==> src/dpa_ram.sv <==
module dpa_ram #(
  parameter int WIDTH = 8,
  parameter int DEPTH = 256
) (
  input  logic                     clk,
  input  logic                     we,
  input  logic [$clog2(DEPTH)-1:0] waddr,
  input  logic [WIDTH-1:0]         wdata,
  input  logic                     re,
  input  logic [$clog2(DEPTH)-1:0] raddr,
  output logic [WIDTH-1:0]         rdata
);
  logic [WIDTH-1:0] mem [DEPTH];

  always_ff @(posedge clk) begin
    if (we) begin
      mem[waddr] <= wdata;
    end
    if (re) begin
      rdata <= mem[raddr];
    end
  end
endmodule

==> config.mk <==
export PLATFORM = sky130hd
export DESIGN_NAME = dpa_ram
export DESIGN_NICKNAME = d
export VERILOG_FILES = /design/src/dpa_ram.sv
export SDC_FILE = /design/constraint.sdc
export NUM_CORES = 2
export LEC_CHECK = 0
export ABC_AREA = 1
export BUFFER_PORTS_ARGS = -buffer_cell sky130_fd_sc_hd__clkbuf_2
export CAP_MARGIN = 40
export CORE_MARGIN = 2
export CORE_UTILIZATION = 60
export DETAILED_ROUTE_END_ITERATION = 12
export GPL_TIMING_DRIVEN = 1
export PLACE_DENSITY_LB_ADDON = 0.1
export SYNTH_ARGS = -nofsm -noshare
export SYNTH_HDL_FRONTEND = slang
export SYNTH_SLANG_ARGS = --single-unit
==> constraint.sdc <==
create_clock -name clk -period 1.62 [get_ports clk]
set_input_delay 0 -clock clk [delete_from_list [all_inputs] [get_ports clk]]
set_output_delay 0 -clock clk [all_outputs]
set_load 0.02 [all_outputs]
==> impl_metrics.py <==
metrics = {
    "outcome": {
        "outcome": "complete, but fails checks",
        "violations": "negative setup slack",
    },
    "clock_tree": {
        "clk_pin_slew_worst_paths_ns": 0.06,
        "cts_tree": "yes",
        "htreeDepth": 4,
        "numCtsBuffers": 199,
        "cts_root_buf": "clkbuf_16",
        "clock-sinks": 2056,
        "cts_buffer_depth": 3,
        "clkLatencyLatePin_ns": 0.83,
    },
    "routing": {
        "drt_iter0_markers": 7765,
        "routed_via_density": 6.14,
        "drc": 0,
        "firstDrtPassIters": 6,
        "vias": 58100,
        "wl_per_cell_um": 25.0,
        "postRouteAntennaNets": 0,
        "routed_wl_um": 236000,
    },
    "global_routing": {
        "grt_usage": 0.333,
        "grt_start_max_net_pins": 82,
        "antenna_found_initial": 11,
        "grt_overflow": 0,
        "grt_pass1_vias": 55200,
        "grt_pass1_wl_um": 349000,
    },
    "yosys": {
        "async_reset_ff_frac": 0,
        "yosysSeqAreaShare": 0.740,
        "synth_edf_count": 2056,
        "synthTopCellsByArea": "edfxtp_1 (74%), nand3_1 (12%), nand2_1 (9.5%), buf_2 (1.6%), nor2_1 (1.3%)",
        "synth_warnings": 0,
        "synth_top_area_frac": 0.740,
        "synthTopCellsByCount": "nand2_1 (2123), edfxtp_1 (2056), nand3_1 (2019)",
        "syn_avg_cell_area_sq_um": 11.9,
        "synthFlopType": "edfxtp_1",
        "synth-seq-cells": 2056,
        "synth_fp_nets": 7030,
        "synth_most_common_cell": "nand2_1",
        "synth.distinct_cells": 13,
        "synth_area_sq_mm": 0.0835,
        "yosysTopAreaCell": "edfxtp_1",
        "netlist_instances": 7003,
    },
    "critical_path": {
        "slowest_delay_ns": 0.37,
        "path_class": "register to register",
        "cp_slowest_cell": "edfxtp_1",
        "crit_path_cell_trace": "nand2_1 > nand3_1 > nand3_1 > nand3_2 > nand3_2 > buf_6 > nand3_4 > nand3_4 > nand2_1 > nand2_1 > nand2_2",
        "critPathMaxFanout": 1,
        "cp-start-kind": "register",
        "cpMostUsedCell": "nand2_1",
        "endpoint_kind": "register",
        "required_ns": 2.20,
        "crit_arrival_ns": 2.25,
    },
    "timing": {
        "hold_viol": 0,
        "finalCritPeriodShare": 1.03,
        "max-slew-margin-rel": 0.467,
        "worst_clock_skew_ns": 0.0233,
        "max_freq_ghz": 0.599,
        "setup_slack_ns": -0.0485,
        "maxSlewViolCount": 0,
        "setup_violations": 8,
        "rsz0062_at_grt": "true",
        "period_needed_ns": 1.67,
        "worstMarginPinSlew_ns": 0.799,
    },
    "power_and_ir_drop": {
        "total_leakage_power_nw": 35.8,
        "pwr_density_cell_mw_per_mm2": 1130,
        "irDropWorstVdd_mv": 1.14,
    },
    "final_layout": {
        "final_area_sq_mm": 0.0989,
        "layout.cells.non_filler": 9451,
        "fin_nets": 7517,
        "area_growth_pct": 18.5,
        "layout-drive-gt1-share": 0.172,
    },
    "floorplan": {
        "die-width_um": 377,
        "chipHeight_um": 377,
        "rows": 136,
        "core_sq_mm": 0.138,
        "ios": 35,
        "fp.dieArea_sq_mm": 0.142,
        "start_util": 0.606,
    },
    "placement": {
        "placed_cell_area_sq_mm": 0.0908,
        "gp_congestion": 0.926,
        "placed_cells": 9064,
        "hpwl_um": 150000,
        "port_buffers": 34,
    },
    "hold_path": {
        "hold_path.class": "input port to register",
    },
    "job": {
        "max_cap_violations": 0,
    },
}
## routing by layer
layer	vias to the layer above	GRT usage	wire length, um	part of all wire
li1	25900	-	-	-
met1	28400	0.482	93200	0.39
met2	3253	0.510	108000	0.46
met3	463	0.0640	25600	0.11
met4	16	0.122	8840	0.037
met5	-	0	105	0.00045
## where the power goes
group	internal [mW]	leakage, nW	switching (mW)
Combinational	2.56	14.3	5.74
Sequential	58.6	18.5	0.0532
Clock	25.0	3.03	19.5
## per-stage QoR
| step | setup slack, ns | TNS [ns] | utilization | hold slack [ns] | total power [mW] |
|---|---|---|---|---|---|
| finish | -0.0485 | -0.214 | 0.718 | 0.0359 | 111 |
| global route | -0.107 | -0.746 | 0.718 | 0.0466 | 114 |
| CTS | -0.0317 | -0.112 | 0.712 | 0.00458 | 111 |
| detailed placement | -0.765 | -7.59 | 0.659 | 0.401 | 67.4 |
| global placement | -0.766 | -5.98 | 0.658 | 0.391 | 67.3 |
| floorplan | 0.129 | 0 | - | 0.0989 | 63.5 |
## sequential cells by signal, summed over array words and instances (netlist names)
signal	flops
rdata	8
mem	2048
## layout make-up
type | instances | area, sq um
flip-flops and latches | 2056 | 61700
well taps | 1794 | 2240
diodes | 2 | 5.00
repair buffers | 769 | 7690
clock inverters | 114 | 868
inverters | 39 | 180
multi-input cells | 4425 | 20900
fillers | 9254 | 38900
clock buffers | 252 | 5310
## cells by family after synthesis
kind of cell | synth area share
and+or+nand+nor | 0.229
DFF | 0.740
buffers and inverters | 0.0312
## timing repair
| item | CTS | global route |
|---|---|---|
| setup buffers | 0 | 1 |
| setup endpoints to repair | 9 | 18 |
| pin swaps | 44 | 71 |
| gates resized for setup | 200 | 148 |
| hold buffers | 20 | 0 |
| endpoints found under the hold margin | 2212 | 0 |
## cells in the final DEF, fill, tap and decap left out
cell / synthesis / layout
inv_16: 0 / 2
inv_6: 0 / 6
clkbuf_8: 0 / 1
nor2_2: 0 / 2
clkbuf_16: 0 / 205
clkinv_1: 0 / 57
buf_12: 0 / 144
nand2_2: 0 / 18
clkinv_8: 0 / 2
inv_1: 36 / 34
buf_4: 46 / 566
clkbuf_2: 0 / 20
clkbuf_1: 112 / 47
inv_4: 1 / 1
nand3_4: 0 / 39
bufinv_16: 0 / 12
buf_8: 1 / 12
buf_2: 268 / 1
clkinv_2: 0 / 34
buf_6: 16 / 6
edfxtp_1: 2056 / 2056
diode_2: 0 / 2
nand3_1: 2019 / 1739
inv_8: 0 / 3
dlygate4sd3_1: 0 / 19
inv_2: 2 / 1
nand2_1: 2123 / 2104
nand3_2: 0 / 241
clkinvlp_4: 0 / 1
nand2_4: 0 / 1
nor2_1: 283 / 281
## worst max-delay path: cells and delay by family, from the launching register on
family / cells / cell delay (ns)
and+or+nand+nor: 10 / 0.90
DFF: 1 / 0.37
buffers and inverters: 1 / 0.15
## worst paths after layout
path | start | endpoint | slack (ns) | cells past startpoint
max | mem[185][3] | rdata[3] | -0.05 | 11
min reg2reg | mem[108][0] | rdata[0] | 1.08 | 10
min | waddr[6] | mem[111][3] | 0.04 | 5
max reg2reg | mem[185][3] | rdata[3] | -0.05 | 11
Note: power is estimated with default switching activity, not from simulation.
